[src/rtl/core/ldim_pkg.sv]
// Shared types and constants for the LED fade dimmer.
package ldim_pkg;

  localparam int LEVEL_W  = 8;
  localparam int CMD_W    = 4;
  localparam int NUM_BANDS = 6;
  localparam int BAND_W   = 3;
  localparam int ADDR_W   = 5;
  localparam int DATA_W   = 32;
  localparam int REG_IDX_W = 3;

  localparam logic [LEVEL_W-1:0] FULL_LEVEL       = 8'd255;
  localparam logic [LEVEL_W-1:0] TOGGLE_THRESHOLD = 8'd250;
  localparam int                 BAND_SIZE        = 50;

  // Command codes
  localparam logic [CMD_W-1:0] CMD_TICK       = 4'd0;
  localparam logic [CMD_W-1:0] CMD_SET_TARGET = 4'd1;
  localparam logic [CMD_W-1:0] CMD_FULL_ON    = 4'd2;
  localparam logic [CMD_W-1:0] CMD_TOGGLE_MAX = 4'd3;
  localparam logic [CMD_W-1:0] CMD_TRIGGER    = 4'd4;
  localparam logic [CMD_W-1:0] CMD_SET_MAX    = 4'd5;
  localparam logic [CMD_W-1:0] CMD_OFF        = 4'd6;
  localparam logic [CMD_W-1:0] CMD_STATE_OFF  = 4'd7;
  localparam logic [CMD_W-1:0] CMD_STATE_ON   = 4'd8;

  // Register indexes
  localparam logic [REG_IDX_W-1:0] REG_MEDIUM = 3'd0;
  localparam logic [REG_IDX_W-1:0] REG_NIGHT  = 3'd1;
  localparam logic [REG_IDX_W-1:0] REG_BAND0  = 3'd2;

  // Register reset values
  localparam logic [LEVEL_W-1:0] MEDIUM_RST = 8'd128;
  localparam logic [LEVEL_W-1:0] NIGHT_RST  = 8'd0;
  localparam logic [NUM_BANDS-1:0][LEVEL_W-1:0] BAND_RST =
    {8'd5, 8'd5, 8'd4, 8'd3, 8'd2, 8'd1};

  typedef struct packed {
    logic [LEVEL_W-1:0]                medium_level;
    logic [LEVEL_W-1:0]                night_level;
    logic [NUM_BANDS-1:0][LEVEL_W-1:0] step_band;
  } cfg_t;

  typedef struct packed {
    logic [LEVEL_W-1:0] pwm_level;
    logic               ramping;
    logic               lit;
    logic               on_state;
  } result_t;

endpackage

[src/rtl/core/ldim_if.sv]
// Valid/ready channel interfaces for commands and results.
interface ldim_cmd_if;
  logic       valid;
  logic       ready;
  logic [3:0] command;
  logic [7:0] value;

  modport source (output valid, output command, output value, input ready);
  modport sink   (input valid, input command, input value, output ready);
endinterface

interface ldim_res_if;
  logic       valid;
  logic       ready;
  logic [7:0] pwm_level;
  logic       ramping;
  logic       lit;
  logic       on_state;

  modport source (output valid, output pwm_level, output ramping, output lit,
                  output on_state, input ready);
  modport sink   (input valid, input pwm_level, input ramping, input lit,
                  input on_state, output ready);
endinterface

[src/rtl/core/ldim_regs.sv]
// APB configuration registers for the dimmer.
module ldim_regs (
  input  logic                         clk,
  input  logic                         rst,
  input  logic                         psel,
  input  logic                         penable,
  input  logic                         pwrite,
  input  logic [ldim_pkg::ADDR_W-1:0]  paddr,
  input  logic [ldim_pkg::DATA_W-1:0]  pwdata,
  output logic [ldim_pkg::DATA_W-1:0]  prdata,
  output ldim_pkg::cfg_t               cfg
);
  import ldim_pkg::*;

  logic [REG_IDX_W-1:0] idx;
  logic [REG_IDX_W-1:0] band_idx;
  logic                 wr;
  logic [LEVEL_W-1:0]   rd_val;

  assign idx      = paddr[ADDR_W-1:2];
  assign band_idx = idx - REG_BAND0;
  assign wr       = psel && penable && pwrite;

  always_ff @(posedge clk) begin
    if (rst) begin
      cfg.medium_level <= MEDIUM_RST;
      cfg.night_level  <= NIGHT_RST;
      cfg.step_band    <= BAND_RST;
    end else if (wr) begin
      case (idx)
        REG_MEDIUM: cfg.medium_level <= pwdata[LEVEL_W-1:0];
        REG_NIGHT:  cfg.night_level  <= pwdata[LEVEL_W-1:0];
        default:    cfg.step_band[band_idx] <= pwdata[LEVEL_W-1:0];
      endcase
    end
  end

  always_comb begin
    case (idx)
      REG_MEDIUM: rd_val = cfg.medium_level;
      REG_NIGHT:  rd_val = cfg.night_level;
      default:    rd_val = cfg.step_band[band_idx];
    endcase
  end

  assign prdata = {{(DATA_W-LEVEL_W){1'b0}}, rd_val};

endmodule

[src/rtl/core/ldim_ramp.sv]
// One ramp step of the PWM level toward the target.
module ldim_ramp (
  input  logic [ldim_pkg::LEVEL_W-1:0]                          level,
  input  logic [ldim_pkg::LEVEL_W-1:0]                          target,
  input  logic [ldim_pkg::NUM_BANDS-1:0][ldim_pkg::LEVEL_W-1:0] step_band,
  output logic [ldim_pkg::LEVEL_W-1:0]                          level_next
);
  import ldim_pkg::*;

  logic [BAND_W-1:0]  band;
  logic [LEVEL_W-1:0] step;
  logic [LEVEL_W-1:0] dt;
  logic [LEVEL_W:0]   up_sum;
  logic [LEVEL_W-1:0] dn_diff;

  // Band is level/50, capped at the last band.
  always_comb begin
    band = '0;
    for (int k = 1; k < NUM_BANDS; k++) begin
      if (level >= LEVEL_W'(k * BAND_SIZE)) band = BAND_W'(k);
    end
  end

  assign step    = step_band[band];
  assign dt      = (step > level) ? LEVEL_W'(1) : step;
  assign up_sum  = {1'b0, level} + {1'b0, dt};
  assign dn_diff = level - dt;

  always_comb begin
    if (level == target) begin
      level_next = level;
    end else if (level < target) begin
      level_next = (up_sum > {1'b0, target}) ? target : up_sum[LEVEL_W-1:0];
    end else begin
      level_next = (dn_diff < target) ? target : dn_diff;
    end
  end

endmodule

[src/rtl/core/ldim_core.sv]
// Dimmer state: command decode, state update and result fields.
module ldim_core (
  input  logic                         clk,
  input  logic                         rst,
  input  logic                         advance,
  input  logic [ldim_pkg::CMD_W-1:0]   command,
  input  logic [ldim_pkg::LEVEL_W-1:0] value,
  input  ldim_pkg::cfg_t               cfg,
  output ldim_pkg::result_t            result
);
  import ldim_pkg::*;

  logic [LEVEL_W-1:0] current_level, current_level_next;
  logic [LEVEL_W-1:0] target_level, target_level_next;
  logic [LEVEL_W-1:0] max_brightness, max_brightness_next;
  logic               switched_on, switched_on_next;
  logic [LEVEL_W-1:0] ramp_level;

  ldim_ramp u_ramp (
    .level      (current_level),
    .target     (target_level),
    .step_band  (cfg.step_band),
    .level_next (ramp_level)
  );

  always_comb begin
    current_level_next  = current_level;
    target_level_next   = target_level;
    max_brightness_next = max_brightness;
    switched_on_next    = switched_on;
    case (command)
      CMD_TICK:       current_level_next = ramp_level;
      CMD_SET_TARGET: target_level_next  = value;
      CMD_FULL_ON: begin
        max_brightness_next = FULL_LEVEL;
        target_level_next   = FULL_LEVEL;
        switched_on_next    = 1'b1;
      end
      CMD_TOGGLE_MAX: begin
        target_level_next = (target_level > TOGGLE_THRESHOLD) ? cfg.medium_level
                                                              : FULL_LEVEL;
      end
      CMD_TRIGGER: begin
        target_level_next = switched_on ? '0 : cfg.medium_level;
        switched_on_next  = !switched_on;
      end
      CMD_SET_MAX: begin
        max_brightness_next = value;
        if (switched_on) target_level_next = value;
      end
      CMD_OFF: begin
        switched_on_next    = 1'b0;
        max_brightness_next = cfg.medium_level;
        target_level_next   = '0;
      end
      CMD_STATE_OFF: begin
        switched_on_next  = 1'b0;
        target_level_next = '0;
      end
      CMD_STATE_ON: begin
        switched_on_next  = 1'b1;
        target_level_next = max_brightness;
      end
      default: ;
    endcase
  end

  always_ff @(posedge clk) begin
    if (rst) begin
      current_level  <= '0;
      target_level   <= '0;
      max_brightness <= FULL_LEVEL;
      switched_on    <= 1'b0;
    end else if (advance) begin
      current_level  <= current_level_next;
      target_level   <= target_level_next;
      max_brightness <= max_brightness_next;
      switched_on    <= switched_on_next;
    end
  end

  assign result.pwm_level = current_level_next;
  assign result.ramping   = (current_level != target_level);
  assign result.lit       = switched_on_next && (target_level_next > cfg.night_level);
  assign result.on_state  = switched_on_next;

endmodule

[src/rtl/core/led_fade_dimmer.sv]
// Top level of the LED fade dimmer: command stage, state core, result register.
//
//  channel | role    | transfer when        | payload
//  --------+---------+----------------------+-----------------------------------
//  cmd     | sink    | cmd.valid & ready    | command[3:0], value[7:0]
//  res     | source  | res.valid & ready    | pwm_level[7:0], ramping, lit, on_state
//  apb     | target  | psel&penable&pwrite  | paddr[4:2] selects one of 8 registers
//
// One command per cycle sustained while the result is not stalled; a command is held in
// the command register, and its result is computed by the single pass through the
// decode and ramp logic and held in the result register.
// rst is synchronous, active high: clears both stage valids and the dimmer state
// and restores the register defaults.
// A stalled result holds; the command register keeps accepting as long as it
// can drain into the result register, so both stages stay full under a stall.
module led_fade_dimmer (
  input  logic                         clk,
  input  logic                         rst,
  ldim_cmd_if.sink                     cmd,
  ldim_res_if.source                   res,
  input  logic                         psel,
  input  logic                         penable,
  input  logic                         pwrite,
  input  logic [ldim_pkg::ADDR_W-1:0]  paddr,
  input  logic [ldim_pkg::DATA_W-1:0]  pwdata,
  output logic [ldim_pkg::DATA_W-1:0]  prdata,
  output logic                         pready
);
  import ldim_pkg::*;

  cfg_t               cfg;
  result_t            core_result;
  result_t            res_data;

  // Command stage
  logic               s_valid;
  logic [CMD_W-1:0]   s_command;
  logic [LEVEL_W-1:0] s_value;

  // Result stage
  logic               res_valid;
  logic               out_free;
  logic               s_adv;

  assign pready = 1'b1;

  ldim_regs u_regs (
    .clk     (clk),
    .rst     (rst),
    .psel    (psel),
    .penable (penable),
    .pwrite  (pwrite),
    .paddr   (paddr),
    .pwdata  (pwdata),
    .prdata  (prdata),
    .cfg     (cfg)
  );

  // Result register is free when empty or being drained this cycle.
  assign out_free  = !res_valid || res.ready;
  assign s_adv     = s_valid && out_free;
  assign cmd.ready = !s_valid || out_free;

  always_ff @(posedge clk) begin
    if (rst) begin
      s_valid   <= 1'b0;
      res_valid <= 1'b0;
    end else begin
      if (cmd.ready) s_valid   <= cmd.valid;
      if (out_free)  res_valid <= s_valid;
    end
  end

  // Capture the command payload on transfer.
  always_ff @(posedge clk) begin
    if (cmd.valid && cmd.ready) begin
      s_command <= cmd.command;
      s_value   <= cmd.value;
    end
  end

  // State advances exactly when the staged command moves into the result register.
  ldim_core u_core (
    .clk     (clk),
    .rst     (rst),
    .advance (s_adv),
    .command (s_command),
    .value   (s_value),
    .cfg     (cfg),
    .result  (core_result)
  );

  always_ff @(posedge clk) begin
    if (s_adv) res_data <= core_result;
  end

  assign res.valid     = res_valid;
  assign res.pwm_level = res_data.pwm_level;
  assign res.ramping   = res_data.ramping;
  assign res.lit       = res_data.lit;
  assign res.on_state  = res_data.on_state;

endmodule

[src/flat_wrapper.sv]
// flat-port wrapper written by rule: the top's interface ports become plain ports
module led_fade_dimmer_flat import ldim_pkg::*;
  (clk, rst, psel, penable, pwrite, paddr, pwdata, prdata, pready, cmd_valid, cmd_command, cmd_value, cmd_ready, res_valid, res_pwm_level, res_ramping, res_lit, res_on_state, res_ready);
  ldim_cmd_if cmd_i ();
  ldim_res_if res_i ();
  input  logic clk;
  input  logic rst;
  input  logic psel;
  input  logic penable;
  input  logic pwrite;
  input  logic [ldim_pkg::ADDR_W-1:0] paddr;
  input  logic [ldim_pkg::DATA_W-1:0] pwdata;
  output logic [ldim_pkg::DATA_W-1:0] prdata;
  output logic pready;
  input wire logic [$bits(cmd_i.valid)-1:0] cmd_valid;
  input wire logic [$bits(cmd_i.command)-1:0] cmd_command;
  input wire logic [$bits(cmd_i.value)-1:0] cmd_value;
  output wire logic [$bits(cmd_i.ready)-1:0] cmd_ready;
  output wire logic [$bits(res_i.valid)-1:0] res_valid;
  output wire logic [$bits(res_i.pwm_level)-1:0] res_pwm_level;
  output wire logic [$bits(res_i.ramping)-1:0] res_ramping;
  output wire logic [$bits(res_i.lit)-1:0] res_lit;
  output wire logic [$bits(res_i.on_state)-1:0] res_on_state;
  input wire logic [$bits(res_i.ready)-1:0] res_ready;
  assign cmd_i.valid = cmd_valid;
  assign cmd_i.command = cmd_command;
  assign cmd_i.value = cmd_value;
  assign cmd_ready = cmd_i.ready;
  assign res_valid = res_i.valid;
  assign res_pwm_level = res_i.pwm_level;
  assign res_ramping = res_i.ramping;
  assign res_lit = res_i.lit;
  assign res_on_state = res_i.on_state;
  assign res_i.ready = res_ready;
  led_fade_dimmer u_core (.clk(clk), .rst(rst), .cmd(cmd_i), .res(res_i), .psel(psel), .penable(penable), .pwrite(pwrite), .paddr(paddr), .pwdata(pwdata), .prdata(prdata), .pready(pready));
endmodule
[config.mk]
export PLATFORM = sky130hd
export DESIGN_NAME = led_fade_dimmer_flat
export DESIGN_NICKNAME = d
export VERILOG_FILES = /design/src/rtl/core/ldim_pkg.sv /design/src/rtl/core/ldim_if.sv /design/src/rtl/core/ldim_regs.sv /design/src/rtl/core/ldim_ramp.sv /design/src/rtl/core/ldim_core.sv /design/src/rtl/core/led_fade_dimmer.sv /design/src/flat_wrapper.sv
export SDC_FILE = /design/constraint.sdc
export NUM_CORES = 1
export LEC_CHECK = 0
export BUFFER_PORTS_ARGS = -buffer_cell sky130_fd_sc_hd__buf_2
export CAP_MARGIN = 40
export CELL_PAD_IN_SITES_DETAIL_PLACEMENT = 2
export CELL_PAD_IN_SITES_GLOBAL_PLACEMENT = 2
export CORE_MARGIN = 8
export CORE_UTILIZATION = 38
export DETAILED_ROUTE_END_ITERATION = 8
export GPL_TIMING_DRIVEN = 0
export PLACE_DENSITY_LB_ADDON = 0.1
export SLEW_MARGIN = 20
export SYNTH_ARGS = -nofsm -noshare
export SYNTH_HDL_FRONTEND = slang
export SYNTH_SLANG_ARGS = --single-unit
[constraint.sdc]
create_clock -name clk -period 12.4 [get_ports clk]
set_input_delay 1.86 -clock clk [delete_from_list [all_inputs] [get_ports clk]]
set_output_delay 1.86 -clock clk [all_outputs]
set_load 0.03 [all_outputs]
==> results by group <==
Critical path
  – CP Data Required Time: 12.54 ns
  – FF-to-FF Start: u_core.u_core.current_level[6]$_SDFFE_PP0P_
  – Reg2reg end: u_core.res.pwm_level[5]$_DFFE_PP_
  – Critical path's slowest cell: dfxtp_1
  – Max stage delay on crit path: 0.71 ns
  – Maximum net fanout on the critical path: 10
  – Crit Path Category: flip-flop to flip-flop
  – R2R setup slack: 3.87 ns
  – Startpoint types: flip-flop
  – Crit end category: flip-flop
  – CP arrival: 8.67 ns
  – Cells on worst reg2reg path: 31

Global routing
  – First-pass GRT wire length: 46200 µm
  – Number of global-route vias before repair: 7989
  – Grt ovf: 0
  – Initial antenna violation count: 0
  – Tot GR Track Use: 0.232
  – Largest net degree at the start of global routing: 21

Placed design
  – GP Congestion: 0.816
  – Area after DPL: 8400 µm²
  – Port Buf Inserts: 42
  – Post-DP HPWL: 22100 µm

Power and ir drop
  – Leak: 3.52 nW
  – Pint: 0.731 mW
  – P_sw: 0.328 mW
  – Clk pwr share: 0.456
  – Maximum vdd drop: 0.000100 V
  – Pwr Total: 1.06 mW
  – Comb pwr share: 0.170
  – Sw frac: 0.309
  – P per Cell Area: 118 nW/µm²
  – Reg power frac: 0.374

Die
  – Standard-cell rows: 52
  – Die ar.: 25200 µm²
  – Core ar.: 20100 µm²
  – Die height: 159 µm
  – Die W: 159 µm
  – Starting density of the core: 0.385
  – I/O pins: 102

Synth
  – Post-Synthesis Cell Area: 7740 µm²
  – Synth Instances: 893
  – Area share of the leading cell type in the synthesized netlist: 0.235
  – Largest cells by area after synthesis: dfxtp_1 (24%), ha_1 (9.9%), edfxtp_1 (8.9%)
  – Mean Syn Cell Area: 8.67 µm²
  – Sequential share of the synthesized area: 0.324
  – Cell taking the most area after synthesis: dfxtp_1
  – Post-synth EDFFs: 23
  – Cell variety after synth: 77
  – Async SR Flop Fraction: 0
  – Synth warn: 0
  – Post-synth top flop: dfxtp_1
  – FF+latch count, synth: 114

Hold path
  – Hold Path Depth: 2
  – Worst-case hold path end point: u_core.u_regs.cfg[11]$_SDFFE_PP0P_
  – Worst hold path class: flip-flop to flip-flop
  – Worst Min Path Start: u_core.u_regs.cfg[11]$_SDFFE_PP0P_

Layout
  – Ant diodes: 0
  – Area growth syn-to-layout: 15.9%
  – Fraction of layout cells with a size suffix above 1: 0.149
  – Fin util: 0.446
  – Design Area, Final: 8970 µm²
  – Most common cell after layout, fill and taps aside: nand2_1
  – Commonest non-fill, non-tap cells in the layout: nand2_1 (133), dfxtp_1 (91), a21oi_1 (81)
  – Nets: 1100

Clock tree
  – CTS H-tree lvls: 4
  – Clock Tree Buf Depth: 2
  – Post-CTS Setup Inserts: 0
  – Cts repair resizes: 0
  – Root buf cell: clkbuf_16
  – Total CTS buffers: 17
  – Clock input transition at the sequential cells of the worst setup and hold paths: 0.06 ns
  – Clk_lat worst skew: 0.43 ns
  – CTS tree: done
  – Post-CTS Hold Buffers: 0
  – Clock sink count: 114

Route
  – Drt wl/cell: 22.8 µm
  – Post-route ant nets: 0
  – Via count: 7222
  – Drt drc: 0
  – Iter 0 DRT Violations: 425
  – Post-DR vias/cell: 5.71
  – First-pass DRT Iterations: 5
  – Total wire length: 28900 µm

STA
  – Setup TNS: 0 ns
  – Final Skew: 0.0105 ns
  – Max_slew headroom: 0.460
  – Unrepaired setup endpoints after global routing: no
  – Final hold violations: 0
  – Achievable Freq: 117 MHz
  – Final setup viols: 0
  – Fin. max-slew vios: 0
  – Final period util: 0.688
  – Tightest Pin Transition: 0.806 ns
  – Min cycle time layout: 8.53 ns
  – WHS: 0.471 ns

Job
  – Max_cap viols: 0

Status
  – Outcome: complete, no violations
-- critical path, delay by kind of cell, from the launching register on --
family / cells / cell delay [ns]
AOI/OAI and AO/OA: 16 / 4.01
and+or+nand+nor: 6 / 0.99
buffers and inverters: 4 / 0.91
adders and majority gates: 3 / 0.83
DFF: 1 / 0.71
muxes: 1 / 0.55
xor gates and xnor gates: 1 / 0.20
-- cell usage after synthesis (14+ instances only) --
library cell / number
ha_1: 61
edfxtp_1: 23
o22ai_1: 19
o21ai_0: 17
buf_4: 26
nand2_1: 133
inv_1: 32
a21oi_1: 81
clkbuf_1: 39
a22oi_1: 17
a211oi_1: 14
dfxtp_1: 91
nand3_1: 36
nor2_1: 55
mux2i_1: 24
nand2b_1: 22
-- logic make-up after synthesis --
group / Yosys count / share of synthesized area
XOR/XNOR: 12 / 0.0136
flip-flops: 114 / 0.324
multiplexers: 46 / 0.0829
AND/OR/NAND/NOR: 313 / 0.189
buffers and inverters: 107 / 0.0677
adder cells (fa/ha/maj): 63 / 0.104
other: 2 / 0.000970
AO/OA/AOI/OAI: 236 / 0.218
-- layer usage --
metal,vias to the layer above,routed length [µm],part of all wire,GRT usage
li1,3377,-,-,-
met1,3643,13000,0.45,0.295
met2,164,14200,0.49,0.397
met3,38,1070,0.037,0.0359
met4,0,527,0.018,0.0680
met5,-,0,0,0
-- layout make-up --
type                    count  area, µm²
fillers                  2242      11100
multi-input cells         695       4800
flip-flops and latches    114       2510
clock buffers              18        439
plain buffers              74        400
well taps                 270        338
repair buffers             46        236
clock inverters            14        128
inverters                  33        124
-- sequential cells by signal, summed over array words and instances (netlist names) --
| signal | cells |
|---|---|
| u_core.res.lit | 1 |
| u_core.res.on_state | 1 |
| u_core.res.pwm_level | 8 |
| u_core.res.ramping | 1 |
| u_core.res.valid | 1 |
| u_core.s_command | 4 |
| u_core.s_valid | 1 |
| u_core.s_value | 8 |
| u_core.u_core.current_level | 8 |
| u_core.u_core.max_brightness | 8 |
| u_core.u_core.switched_on | 1 |
| u_core.u_core.target_level | 8 |
| u_core.u_regs.cfg | 64 |
-- stage by stage --
stage	instances	worst slack (ns)
after floorplan	916	5.84
after global placement	1228	3.89
after detailed placement	1231	3.78
after CTS	1263	3.73
after global routing	1264	3.20
final	1264	3.87
-- worst max path at each step --
stage	start	end	slack, ns	depth (start not counted)
4_1_cts	u_core.u_core.current_level[6]$_SDFFE_PP0P_	u_core.res.pwm_level[5]$_DFFE_PP_	3.73	31
3_3_place_gp	u_core.u_core.current_level[6]$_SDFFE_PP0P_	u_core.res.pwm_level[5]$_DFFE_PP_	3.89	31
2_1_floorplan	u_core.u_core.current_level[6]$_SDFFE_PP0P_	u_core.res.pwm_level[2]$_DFFE_PP_	5.84	31
6_report	u_core.u_core.current_level[6]$_SDFFE_PP0P_	u_core.res.pwm_level[5]$_DFFE_PP_	3.87	31
5_1_grt	u_core.u_core.current_level[6]$_SDFFE_PP0P_	u_core.res.pwm_level[5]$_DFFE_PP_	3.20	31
3_5_place_dp	u_core.u_core.current_level[6]$_SDFFE_PP0P_	u_core.res.pwm_level[5]$_DFFE_PP_	3.78	31
-- power groups by stage --
stage	clock network (mW)	logic, mW	registers, mW
global route	0.502	0.196	0.397
detailed placement	0	0.178	0.404
finish	0.483	0.180	0.396
global placement	0	0.173	0.404
floorplan	0	0.120	0.405
CTS	0.488	0.180	0.396
(Power assumes the default switching activity.)
